$ cat src/hw/rtl/bse_pkg.sv
// Package for the battery state-of-charge estimator: item types, opcodes,
// fit coefficients and sizing constants. It depends on nothing else.
package bse_pkg;

    localparam int COEF_FRAC_BITS = 48;
    localparam int CHUNK_W        = 32;
    localparam int NUM_CHUNKS     = (COEF_FRAC_BITS + 40 + CHUNK_W - 1) / CHUNK_W;
    localparam int ACC_W          = NUM_CHUNKS * CHUNK_W;
    localparam int CHUNK_IDX_W    = (NUM_CHUNKS > 1) ? $clog2(NUM_CHUNKS) : 1;
    localparam int INT_W          = ACC_W - COEF_FRAC_BITS;

    localparam int ADC_W   = 12;
    localparam int SCALE_W = 16;
    localparam int MV_W    = 16;
    localparam int PCT_W   = 7;
    localparam int PROD_W  = ADC_W + SCALE_W + 1;

    localparam logic [SCALE_W-1:0] SCALE_RESET = 16'd8192;
    localparam logic [PCT_W-1:0]   PCT_FULL    = 7'd100;
    localparam logic [PCT_W-1:0]   PCT_EMPTY   = 7'd0;

    localparam int QUEUE_DEPTH = 2;
    localparam int QPTR_W      = (QUEUE_DEPTH > 1) ? $clog2(QUEUE_DEPTH) : 1;
    localparam int QCNT_W      = $clog2(QUEUE_DEPTH + 1);

    localparam logic       KIND_MEASURE     = 1'b0;
    localparam logic       KIND_RESTORE     = 1'b1;
    localparam logic [1:0] SRC_BATTERY      = 2'd0;
    localparam logic [1:0] SRC_USB_CHARGING = 2'd1;
    localparam logic [1:0] SRC_USB_FULL     = 2'd2;

    localparam logic FIT_DISCHARGE = 1'b0;
    localparam logic FIT_CHARGE    = 1'b1;

    typedef enum logic [1:0] {
        OP_RESTORE,
        OP_DISCHARGE,
        OP_CHARGE,
        OP_FULL
    } t_op;

    typedef enum logic [1:0] {
        BS_IDLE,
        BS_MUL,
        BS_FIN
    } t_back_state;

    typedef struct packed {
        logic             kind;
        logic [ADC_W-1:0] adc_millivolts;
        logic [1:0]       power_source;
        logic [PCT_W-1:0] restore_percent;
    } t_in_item;

    typedef struct packed {
        logic [PCT_W-1:0] charge_percent;
        logic [PCT_W-1:0] fitted_percent;
        logic [MV_W-1:0]  battery_millivolts;
        logic             store_request;
    } t_out_item;

    typedef struct packed {
        t_op              op;
        logic [MV_W-1:0]  millivolts;
        logic [PCT_W-1:0] percent;
    } t_job;

    typedef struct packed {
        logic valid;
        logic full;
    } t_queue_status;

    // Coefficient given as mant * 10^-exp10, returned as the nearest multiple
    // of 2^-COEF_FRAC_BITS with ties away from zero. Optionally the rounding
    // half of the final shift is folded in. Used at elaboration only.
    function automatic logic [ACC_W-1:0] coef_fixed(input logic [63:0] mant,
                                                    input int exp10,
                                                    input logic neg,
                                                    input logic add_half);
        logic [127:0]     den;
        logic [127:0]     num;
        logic [127:0]     rem;
        logic [127:0]     quo;
        logic [ACC_W-1:0] val;
        den = 128'd1;
        for (int k = 0; k < exp10; k++) begin
            den = den * 128'd10;
        end
        num = 128'(mant) << COEF_FRAC_BITS;
        rem = '0;
        quo = '0;
        for (int i = 127; i >= 0; i--) begin
            rem = {rem[126:0], num[i]};
            quo = {quo[126:0], 1'b0};
            if (rem >= den) begin
                rem    = rem - den;
                quo[0] = 1'b1;
            end
        end
        if ({rem[126:0], 1'b0} >= den) begin
            quo = quo + 128'd1;
        end
        val = neg ? ACC_W'(~quo + 128'd1) : quo[ACC_W-1:0];
        if (add_half) begin
            val = val + (ACC_W'(1) << (COEF_FRAC_BITS - 1));
        end
        return val;
    endfunction

    // Order per fit: cube, square, linear, constant.
    localparam logic [ACC_W-1:0] FIT_COEF [2][4] = '{
        '{coef_fixed(64'd960793904232693, 21, 1'b1, 1'b0),
          coef_fixed(64'd111898302885909, 16, 1'b0, 1'b0),
          coef_fixed(64'd431825705771347, 13, 1'b1, 1'b0),
          coef_fixed(64'd552635169294168, 10, 1'b0, 1'b1)},
        '{coef_fixed(64'd523052000216911, 23, 1'b1, 1'b0),
          coef_fixed(64'd160622939859106, 19, 1'b1, 1'b0),
          coef_fixed(64'd623432964243526, 15, 1'b0, 1'b0),
          coef_fixed(64'd185443701498477, 11, 1'b1, 1'b1)}
    };

endpackage

$ cat src/hw/rtl/bse_front.sv
// Front end of the estimator: holds the scale register, accepts items,
// scales the voltage and classifies each item into a job. Uses bse_pkg.
module bse_front (
    input  logic                         i_clk,
    input  logic                         i_rst_n,
    input  logic                         i_cfg_we,
    input  logic [bse_pkg::SCALE_W-1:0]  i_cfg_wdata,
    input  logic                         i_valid,
    output logic                         o_stall,
    input  bse_pkg::t_in_item            i_data,
    input  bse_pkg::t_queue_status       i_qstat,
    output logic                         o_push,
    output bse_pkg::t_job                o_job
);

    logic [bse_pkg::SCALE_W-1:0] r_scale;
    logic                        r_valid;
    bse_pkg::t_in_item           r_item;

    logic                        accept;
    logic [bse_pkg::PROD_W-1:0]  scaled;
    logic [bse_pkg::MV_W:0]      mv_wide;

    assign o_push  = r_valid && !i_qstat.full;
    assign o_stall = r_valid && !o_push;
    assign accept  = i_valid && !o_stall;

    always_ff @(posedge i_clk) begin
        if (!i_rst_n) begin
            r_scale <= bse_pkg::SCALE_RESET;
            r_valid <= 1'b0;
        end else begin
            if (i_cfg_we) begin
                r_scale <= i_cfg_wdata;
            end
            if (accept) begin
                r_valid <= 1'b1;
            end else if (o_push) begin
                r_valid <= 1'b0;
            end
        end
    end

    always_ff @(posedge i_clk) begin
        if (accept) begin
            r_item <= i_data;
        end
    end

    always_comb begin
        scaled  = bse_pkg::PROD_W'(r_item.adc_millivolts) * bse_pkg::PROD_W'(r_scale)
                + bse_pkg::PROD_W'(2048);
        mv_wide = scaled[bse_pkg::PROD_W-1:12];
        o_job.millivolts = mv_wide[bse_pkg::MV_W] ? '1 : mv_wide[bse_pkg::MV_W-1:0];
        o_job.percent    = (r_item.restore_percent > bse_pkg::PCT_FULL)
                         ? bse_pkg::PCT_FULL : r_item.restore_percent;
        priority if (r_item.kind == bse_pkg::KIND_RESTORE) begin
            o_job.op = bse_pkg::OP_RESTORE;
        end else if (r_item.power_source == bse_pkg::SRC_BATTERY) begin
            o_job.op = bse_pkg::OP_DISCHARGE;
        end else if (r_item.power_source == bse_pkg::SRC_USB_FULL) begin
            o_job.op = bse_pkg::OP_FULL;
        end else begin
            o_job.op = bse_pkg::OP_CHARGE;
        end
    end

endmodule

$ cat src/hw/rtl/bse_queue.sv
// Short job queue between the estimator front end and the fit engine.
// Uses bse_pkg for the job type and depth.
module bse_queue (
    input  logic                    i_clk,
    input  logic                    i_rst_n,
    input  logic                    i_push,
    input  bse_pkg::t_job           i_job,
    input  logic                    i_pop,
    output bse_pkg::t_job           o_job,
    output bse_pkg::t_queue_status  o_qstat
);

    bse_pkg::t_job               r_mem [bse_pkg::QUEUE_DEPTH];
    logic [bse_pkg::QPTR_W-1:0]  r_wptr;
    logic [bse_pkg::QPTR_W-1:0]  r_rptr;
    logic [bse_pkg::QCNT_W-1:0]  r_count;

    function automatic logic [bse_pkg::QPTR_W-1:0] ptr_next(
            input logic [bse_pkg::QPTR_W-1:0] ptr);
        return (ptr == bse_pkg::QPTR_W'(bse_pkg::QUEUE_DEPTH - 1))
             ? '0 : bse_pkg::QPTR_W'(ptr + 1'b1);
    endfunction

    assign o_qstat.valid = (r_count != '0);
    assign o_qstat.full  = (r_count == bse_pkg::QCNT_W'(bse_pkg::QUEUE_DEPTH));
    assign o_job         = r_mem[r_rptr];

    always_ff @(posedge i_clk) begin
        if (!i_rst_n) begin
            r_wptr  <= '0;
            r_rptr  <= '0;
            r_count <= '0;
        end else begin
            if (i_push) begin
                r_wptr <= ptr_next(r_wptr);
            end
            if (i_pop) begin
                r_rptr <= ptr_next(r_rptr);
            end
            if (i_push && !i_pop) begin
                r_count <= r_count + 1'b1;
            end else if (i_pop && !i_push) begin
                r_count <= r_count - 1'b1;
            end
        end
    end

    always_ff @(posedge i_clk) begin
        if (i_push) begin
            r_mem[r_wptr] <= i_job;
        end
    end

endmodule

$ cat src/hw/rtl/bse_back.sv
// Fit engine of the estimator: Horner evaluation on one 32x16 multiplier,
// clamping, kept-charge ratchet and the output register. Uses bse_pkg.
module bse_back (
    input  logic                    i_clk,
    input  logic                    i_rst_n,
    input  bse_pkg::t_queue_status  i_qstat,
    input  bse_pkg::t_job           i_job,
    output logic                    o_pop,
    output logic                    o_valid,
    input  logic                    i_stall,
    output bse_pkg::t_out_item      o_data
);

    bse_pkg::t_back_state             r_state;
    bse_pkg::t_back_state             n_state;
    bse_pkg::t_job                    r_job;
    logic [bse_pkg::ACC_W-1:0]        r_acc;
    logic [bse_pkg::ACC_W-1:0]        r_prod;
    logic [bse_pkg::CHUNK_IDX_W-1:0]  r_chunk;
    logic [1:0]                       r_step;
    logic [bse_pkg::PCT_W-1:0]        r_kept;
    logic [bse_pkg::PCT_W-1:0]        n_kept;
    logic                             r_out_valid;
    bse_pkg::t_out_item               r_out;
    bse_pkg::t_out_item               n_out;

    logic                                   out_load;
    logic                                   chunk_last;
    logic                                   step_last;
    logic                                   load_fit;
    logic                                   run_fit;
    logic [1:0]                             coef_idx;
    logic [bse_pkg::CHUNK_W-1:0]            acc_chunk;
    logic [bse_pkg::CHUNK_W+bse_pkg::MV_W-1:0] partial;
    logic [bse_pkg::ACC_W-1:0]              n_sum;
    logic [bse_pkg::INT_W-1:0]              whole;
    logic [bse_pkg::PCT_W-1:0]              clamped;
    logic [bse_pkg::PCT_W-1:0]              fit_pct;

    assign o_valid = r_out_valid;
    assign o_data  = r_out;

    always_comb begin
        n_state = r_state;
        unique case (r_state)
            bse_pkg::BS_IDLE: begin
                if (i_qstat.valid) begin
                    n_state = (i_job.op == bse_pkg::OP_DISCHARGE ||
                               i_job.op == bse_pkg::OP_CHARGE)
                            ? bse_pkg::BS_MUL : bse_pkg::BS_FIN;
                end
            end
            bse_pkg::BS_MUL: begin
                if (chunk_last && step_last) begin
                    n_state = bse_pkg::BS_FIN;
                end
            end
            bse_pkg::BS_FIN: begin
                if (out_load) begin
                    n_state = bse_pkg::BS_IDLE;
                end
            end
            default: n_state = bse_pkg::BS_IDLE;
        endcase
    end

    always_comb begin
        o_pop      = (r_state == bse_pkg::BS_IDLE) && i_qstat.valid;
        out_load   = (r_state == bse_pkg::BS_FIN) && (!r_out_valid || !i_stall);
        chunk_last = (r_chunk == bse_pkg::CHUNK_IDX_W'(bse_pkg::NUM_CHUNKS - 1));
        step_last  = (r_step == 2'd2);
        load_fit   = (i_job.op == bse_pkg::OP_CHARGE);
        run_fit    = (r_job.op == bse_pkg::OP_CHARGE);
        coef_idx   = r_step + 2'd2;
    end

    always_comb begin
        acc_chunk = r_acc[int'(r_chunk) * bse_pkg::CHUNK_W +: bse_pkg::CHUNK_W];
        partial   = (bse_pkg::CHUNK_W + bse_pkg::MV_W)'(acc_chunk)
                  * (bse_pkg::CHUNK_W + bse_pkg::MV_W)'(r_job.millivolts);
        n_sum     = r_prod
                  + (bse_pkg::ACC_W'(partial) << (int'(r_chunk) * bse_pkg::CHUNK_W));
    end

    always_comb begin
        whole = r_acc[bse_pkg::ACC_W-1:bse_pkg::COEF_FRAC_BITS];
        priority if (r_acc[bse_pkg::ACC_W-1]) begin
            clamped = bse_pkg::PCT_EMPTY;
        end else if (whole > bse_pkg::INT_W'(bse_pkg::PCT_FULL)) begin
            clamped = bse_pkg::PCT_FULL;
        end else begin
            clamped = whole[bse_pkg::PCT_W-1:0];
        end
        fit_pct = (r_job.op == bse_pkg::OP_FULL) ? bse_pkg::PCT_FULL : clamped;

        n_kept                   = r_kept;
        n_out.fitted_percent     = fit_pct;
        n_out.battery_millivolts = r_job.millivolts;
        n_out.store_request      = 1'b0;
        unique case (r_job.op)
            bse_pkg::OP_RESTORE: begin
                n_kept                   = r_job.percent;
                n_out.fitted_percent     = '0;
                n_out.battery_millivolts = '0;
            end
            bse_pkg::OP_DISCHARGE: begin
                if (r_kept > fit_pct) begin
                    n_kept              = fit_pct;
                    n_out.store_request = 1'b1;
                end
            end
            bse_pkg::OP_CHARGE, bse_pkg::OP_FULL: begin
                if (r_kept < fit_pct) begin
                    n_kept              = fit_pct;
                    n_out.store_request = 1'b1;
                end
            end
            default: n_kept = r_kept;
        endcase
        n_out.charge_percent = n_kept;
    end

    always_ff @(posedge i_clk) begin
        if (!i_rst_n) begin
            r_state     <= bse_pkg::BS_IDLE;
            r_out_valid <= 1'b0;
            r_kept      <= '0;
            r_chunk     <= '0;
            r_step      <= '0;
        end else begin
            r_state <= n_state;
            if (out_load) begin
                r_out_valid <= 1'b1;
                r_kept      <= n_kept;
            end else if (!i_stall) begin
                r_out_valid <= 1'b0;
            end
            if (o_pop) begin
                r_chunk <= '0;
                r_step  <= '0;
            end else if (r_state == bse_pkg::BS_MUL) begin
                if (chunk_last) begin
                    r_chunk <= '0;
                    r_step  <= r_step + 2'd1;
                end else begin
                    r_chunk <= r_chunk + 1'b1;
                end
            end
        end
    end

    always_ff @(posedge i_clk) begin
        if (o_pop) begin
            r_job  <= i_job;
            r_acc  <= bse_pkg::FIT_COEF[load_fit][0];
            r_prod <= bse_pkg::FIT_COEF[load_fit][1];
        end else if (r_state == bse_pkg::BS_MUL) begin
            if (chunk_last) begin
                r_acc  <= n_sum;
                r_prod <= bse_pkg::FIT_COEF[run_fit][coef_idx];
            end else begin
                r_prod <= n_sum;
            end
        end
        if (out_load) begin
            r_out <= n_out;
        end
    end

endmodule

$ cat src/hw/rtl/battery_soc_estimator.sv
// Battery state-of-charge estimator, top level. An accepted item is registered in the front end,
// queued, and taken by the fit engine, which loads its word into the output register; restore and
// fully-charged words skip the Horner steps. The fit engine runs 3 Horner steps of 3 multiplier
// passes each, and takes no new job until the word of the last one is loaded. Synchronous
// active-low reset sets the scale to 2.0, the kept charge to 0 and empties the queue and output
// register. Instantiates bse_front, bse_queue and bse_back; uses bse_pkg.
module battery_soc_estimator (
    input  logic                         i_clk,
    input  logic                         i_rst_n,
    input  logic                         i_cfg_we,
    input  logic [bse_pkg::SCALE_W-1:0]  i_cfg_wdata,
    input  logic                         i_valid,
    output logic                         o_stall,
    input  bse_pkg::t_in_item            i_data,
    output logic                         o_valid,
    input  logic                         i_stall,
    output bse_pkg::t_out_item           o_data
);

    bse_pkg::t_queue_status qstat;
    bse_pkg::t_job          push_job;
    bse_pkg::t_job          head_job;
    logic                   push;
    logic                   pop;

    bse_front u_front (
        .i_clk       (i_clk),
        .i_rst_n     (i_rst_n),
        .i_cfg_we    (i_cfg_we),
        .i_cfg_wdata (i_cfg_wdata),
        .i_valid     (i_valid),
        .o_stall     (o_stall),
        .i_data      (i_data),
        .i_qstat     (qstat),
        .o_push      (push),
        .o_job       (push_job)
    );

    bse_queue u_queue (
        .i_clk   (i_clk),
        .i_rst_n (i_rst_n),
        .i_push  (push),
        .i_job   (push_job),
        .i_pop   (pop),
        .o_job   (head_job),
        .o_qstat (qstat)
    );

    bse_back u_back (
        .i_clk   (i_clk),
        .i_rst_n (i_rst_n),
        .i_qstat (qstat),
        .i_job   (head_job),
        .o_pop   (pop),
        .o_valid (o_valid),
        .i_stall (i_stall),
        .o_data  (o_data)
    );

endmodule
$ cat config.mk
export PLATFORM = sky130hd
export DESIGN_NAME = battery_soc_estimator
export DESIGN_NICKNAME = d
export VERILOG_FILES = /design/src/hw/rtl/bse_pkg.sv /design/src/hw/rtl/bse_front.sv /design/src/hw/rtl/bse_queue.sv /design/src/hw/rtl/bse_back.sv /design/src/hw/rtl/battery_soc_estimator.sv
export SDC_FILE = /design/constraint.sdc
export NUM_CORES = 2
export LEC_CHECK = 0
export BUFFER_PORTS_ARGS = -buffer_cell sky130_fd_sc_hd__buf_4
export CAP_MARGIN = 15
export CELL_PAD_IN_SITES_DETAIL_PLACEMENT = 1
export CELL_PAD_IN_SITES_GLOBAL_PLACEMENT = 1
export CORE_AREA = 2 2 285 287
export CTS_CLUSTER_SIZE = 40
export DETAILED_ROUTE_END_ITERATION = 6
export DIE_AREA = 0 0 287 289
export GPL_TIMING_DRIVEN = 0
export PLACE_DENSITY_LB_ADDON = 0.15
export REMOVE_ABC_BUFFERS = 1
export SLEW_MARGIN = 10
export SYNTH_ARGS = -nofsm -noshare
export SYNTH_HDL_FRONTEND = slang
export SYNTH_SLANG_ARGS = --single-unit
$ cat constraint.sdc
create_clock -name i_clk -period 23.4 [get_ports i_clk]
set_clock_uncertainty 0.1 [all_clocks]
set_input_delay 4.68 -clock i_clk [delete_from_list [all_inputs] [get_ports i_clk]]
set_output_delay 4.68 -clock i_clk [all_outputs]
set_load 0.02 [all_outputs]
==> metrics.md <==
| Metric | Value |
|---|---|
| Worst-path maximum fanout | `44` |
| Initial Util | `54.58%` |
| First-pass GRT wire length | `234600 um` |
| Layout Nets | `5603` |
| Die area | `82940 um2` |
| CP peak stage delay | `1.05 ns` |
| Post-synth top area cell | `fa_1` |
| Post-route DRC | `0` |
| Sum Neg Setup Slack | `0 ns` |
| Gpl congestion | `0.9691` |
| GRT Util Overall | `37.44%` |
| Post-Route WL | `153700 um` |
| Worst slew pin tran | `1.230 ns` |
| Slowest-stage cell, CP | `o22ai_2` |
| Worst hold path type | `flip-flop to flip-flop` |
| CTS Root Cell | `clkbuf_16` |
| Share of layout cells above drive strength 1 | `7.484%` |
| Max clock buf depth | `3` |
| TritonCTS buffer count | `41` |
| Top-count cell post-synth | `nand2_1` |
| Vias in the first global route | `38810` |
| Main synth FF type | `edfxtp_1` |
| Post-Syn Area | `43610 um2` |
| Grt met2 use | `60.43%` |
| Crit start category | `flip-flop` |
| Busiest layer in global routing | `met2` |
| Util after Layout | `59.59%` |
| Post_cts resized | `0` |
| Final setup fails | `0` |
| Register area share after synthesis | `23.69%` |
| Synthesized instance count | `4739` |
| Top cells by area, synth | `fa_1 26%, edfxtp_1 22%, ha_1 9.0%, nand2_1 6.2%, inv_1 5.8%` |
| Row Count | `104` |
| Synth cell types | `89` |
| GR Layer Usage met1 | `47.26%` |
| Port Buffer Count | `75` |
| DR vias/cell | `6.226` |
| Fin crit share | `56.98%` |
| Initial antenna violation count | `7` |
| Reg clk slew, reported paths | `0.06 ns` |
| CTS sink cnt | `356` |
| Die X-Extent | `287 um` |
| Crit path DAT | `13.54 ns` |
| Post-synth top area share | `25.66%` |
| Yosys reg bits | `356` |
| Post-synth EDFFs | `320` |
| Commonest cells in the synthesized netlist | `716 x nand2_1, 670 x inv_1, 559 x fa_1` |
| Crit-path most repeated cell | `fa_1` |
| Vias | `35980` |
| CTS tree | `yes` |
| DR pass1 iterations | `7` |
| Post-DRT Antenna Nets | `0` |
| Crit path time final | `13.33 ns` |
| Pin count of the biggest net entering global routing | `79` |
| Fmax | `0.07500 GHz` |
| RSZ-0062 raised after global routing | `false` |
| Hold WS | `0.4349 ns` |
| Result of the run | `finished, final reports clean` |
| WS Path Type | `flip-flop to flip-flop` |
| Wire per inst | `26.60 um` |
| Die height | `289 um` |
| DP HPWL | `119900 um` |
| Hold_buf cts | `0` |
| Layout area overhead | `9.184%` |
| Max-slew headroom | `17.73%` |
| Ports | `76` |
| Final Hold Fails | `0` |
| H-tree depth | `2` |
| 1st-iter DRT viols | `3031` |
| Post-CTS Setup Repair Bufs | `0` |
| CP endpoint kind | `flip-flop` |
| YS warnings | `0` |
| Fraction of registers with async set/reset | `0%` |
| Clock Latency Late Sink | `0.59 ns` |
| GR Util met3 | `7.591%` |
| Mapped Avg Cell Area | `9.202 um2` |
| GRT overflow | `0` |
| Final slew viol count | `0` |
| Max-cap violation count | `0` |
| Critical Path RT | `23.61 ns` |
| Core ar. | `79900 um2` |
-- kinds of logic after synthesis --
| group | Yosys count | synth area share [%] |
|---|---|---|
| buf+inv | 917 | 7.945 |
| compound gates | 826 | 12.11 |
| mux | 86 | 2.051 |
| simple gates | 1544 | 16.79 |
| fa+ha+maj | 873 | 34.67 |
| xor+xnor | 137 | 2.752 |
| flops | 356 | 23.69 |
-- sequential cells by signal, summed over array words and instances, names as in the netlist, named ones only --
name,count
u_back.o_data,31
u_back.o_valid,1
u_back.r_acc,96
u_back.r_chunk,2
u_back.r_job,25
u_back.r_kept,7
u_back.r_prod,96
u_back.r_state,2
u_back.r_step,2
u_front.r_item,22
u_front.r_scale,16
u_front.r_valid,1
u_queue.r_count,2
u_queue.r_mem,50
u_queue.r_rptr,1
u_queue.r_wptr,1
-- worst paths after layout --
kind | slack [ns] | from | to | cells past startpoint
setup / recovery | 10.07 | u_back.r_chunk[0]$_SDFFE_PP0P_ | u_back.r_acc[94]$_SDFFCE_PP1P_ | 34
hold reg to reg | 0.43 | u_front.r_item[6]$_DFFE_PP_ | u_queue.r_mem[0][6]$_DFFE_PP_ | 0
hold / removal | 0.43 | u_front.r_item[6]$_DFFE_PP_ | u_queue.r_mem[0][6]$_DFFE_PP_ | 0
setup reg to reg | 10.07 | u_back.r_chunk[0]$_SDFFE_PP0P_ | u_back.r_acc[94]$_SDFFCE_PP1P_ | 34
-- metrics by stage --
| step | worst slack (ns) | std cells | cell area, um2 |
|---|---|---|---|
| 2_1_floorplan | 10.33 | 4494 | 42670 |
| 3_3_place_gp | -5.039 | 5629 | 44560 |
| 3_5_place_dp | 10.59 | 5702 | 46280 |
| 4_1_cts | 10.47 | 5775 | 47590 |
| 5_1_grt | 9.779 | 5777 | 47610 |
| 6_report | 10.07 | 5779 | 47610 |
-- critical path, delay by kind of cell (launching register included) --
kind	cells	cell delay, ns
buffers and inverters	3	0.17
AND/OR/NAND/NOR	9	2.96
AO/OA/AOI/OAI	12	4.38
XOR/XNOR	1	0.45
multiplexers	1	0.19
flip-flops	1	0.88
adder cells (fa/ha/maj)	8	3.89
-- layout make-up --
cell class | instances | area (um2)
multi-input cells | 3466 | 30140
clock inverters | 20 | 195.2
clock buffers | 53 | 1112
well taps | 1060 | 1326
repair buffers | 150 | 1973
fillers | 9031 | 32280
diodes | 2 | 5.005
inverters | 672 | 2527
flip-flops and latches | 356 | 10330
-- cells in the final DEF (no fill, tap or decap), types with 12 or more instances in the layout --
cell and instances:
nand2_1 714, inv_1 670, fa_1 559, edfxtp_1 320, ha_1 314, and2_1 306, a21oi_1 238, nor2_1 193
o21ai_0 160, a21o_1 90, xnor2_1 76, buf_4 76, nor2b_1 64, mux2i_1 59, nand4_1 53, xor2_1 47
clkbuf_16 42, buf_8 42, nor3_1 40, nand3_1 39, o21bai_1 38, o21a_1 34, dfxtp_1 34, o21ai_2 29
or2_2 29, and3_1 29, o21ai_1 28, mux2_2 27, a31oi_1 27, o211ai_1 25, buf_16 21, a22o_1 16
a211oi_1 15, nor4_1 15, nand2b_1 15, or3_1 12
-- routing by layer --
metal | wire length [um] | share of wire (%) | vias to the layer above
met2 | 71680 | 47 | 1577
met1 | 59220 | 39 | 18500
li1 | - | - | 15420
met5 | 82 | 0.053 | -
met4 | 9795 | 6.4 | 14
met3 | 12930 | 8.4 | 470
Power is left out: the tool's default activity adds up to more than one toggle a clock period on the data nets, which glitch-free logic cannot reach.
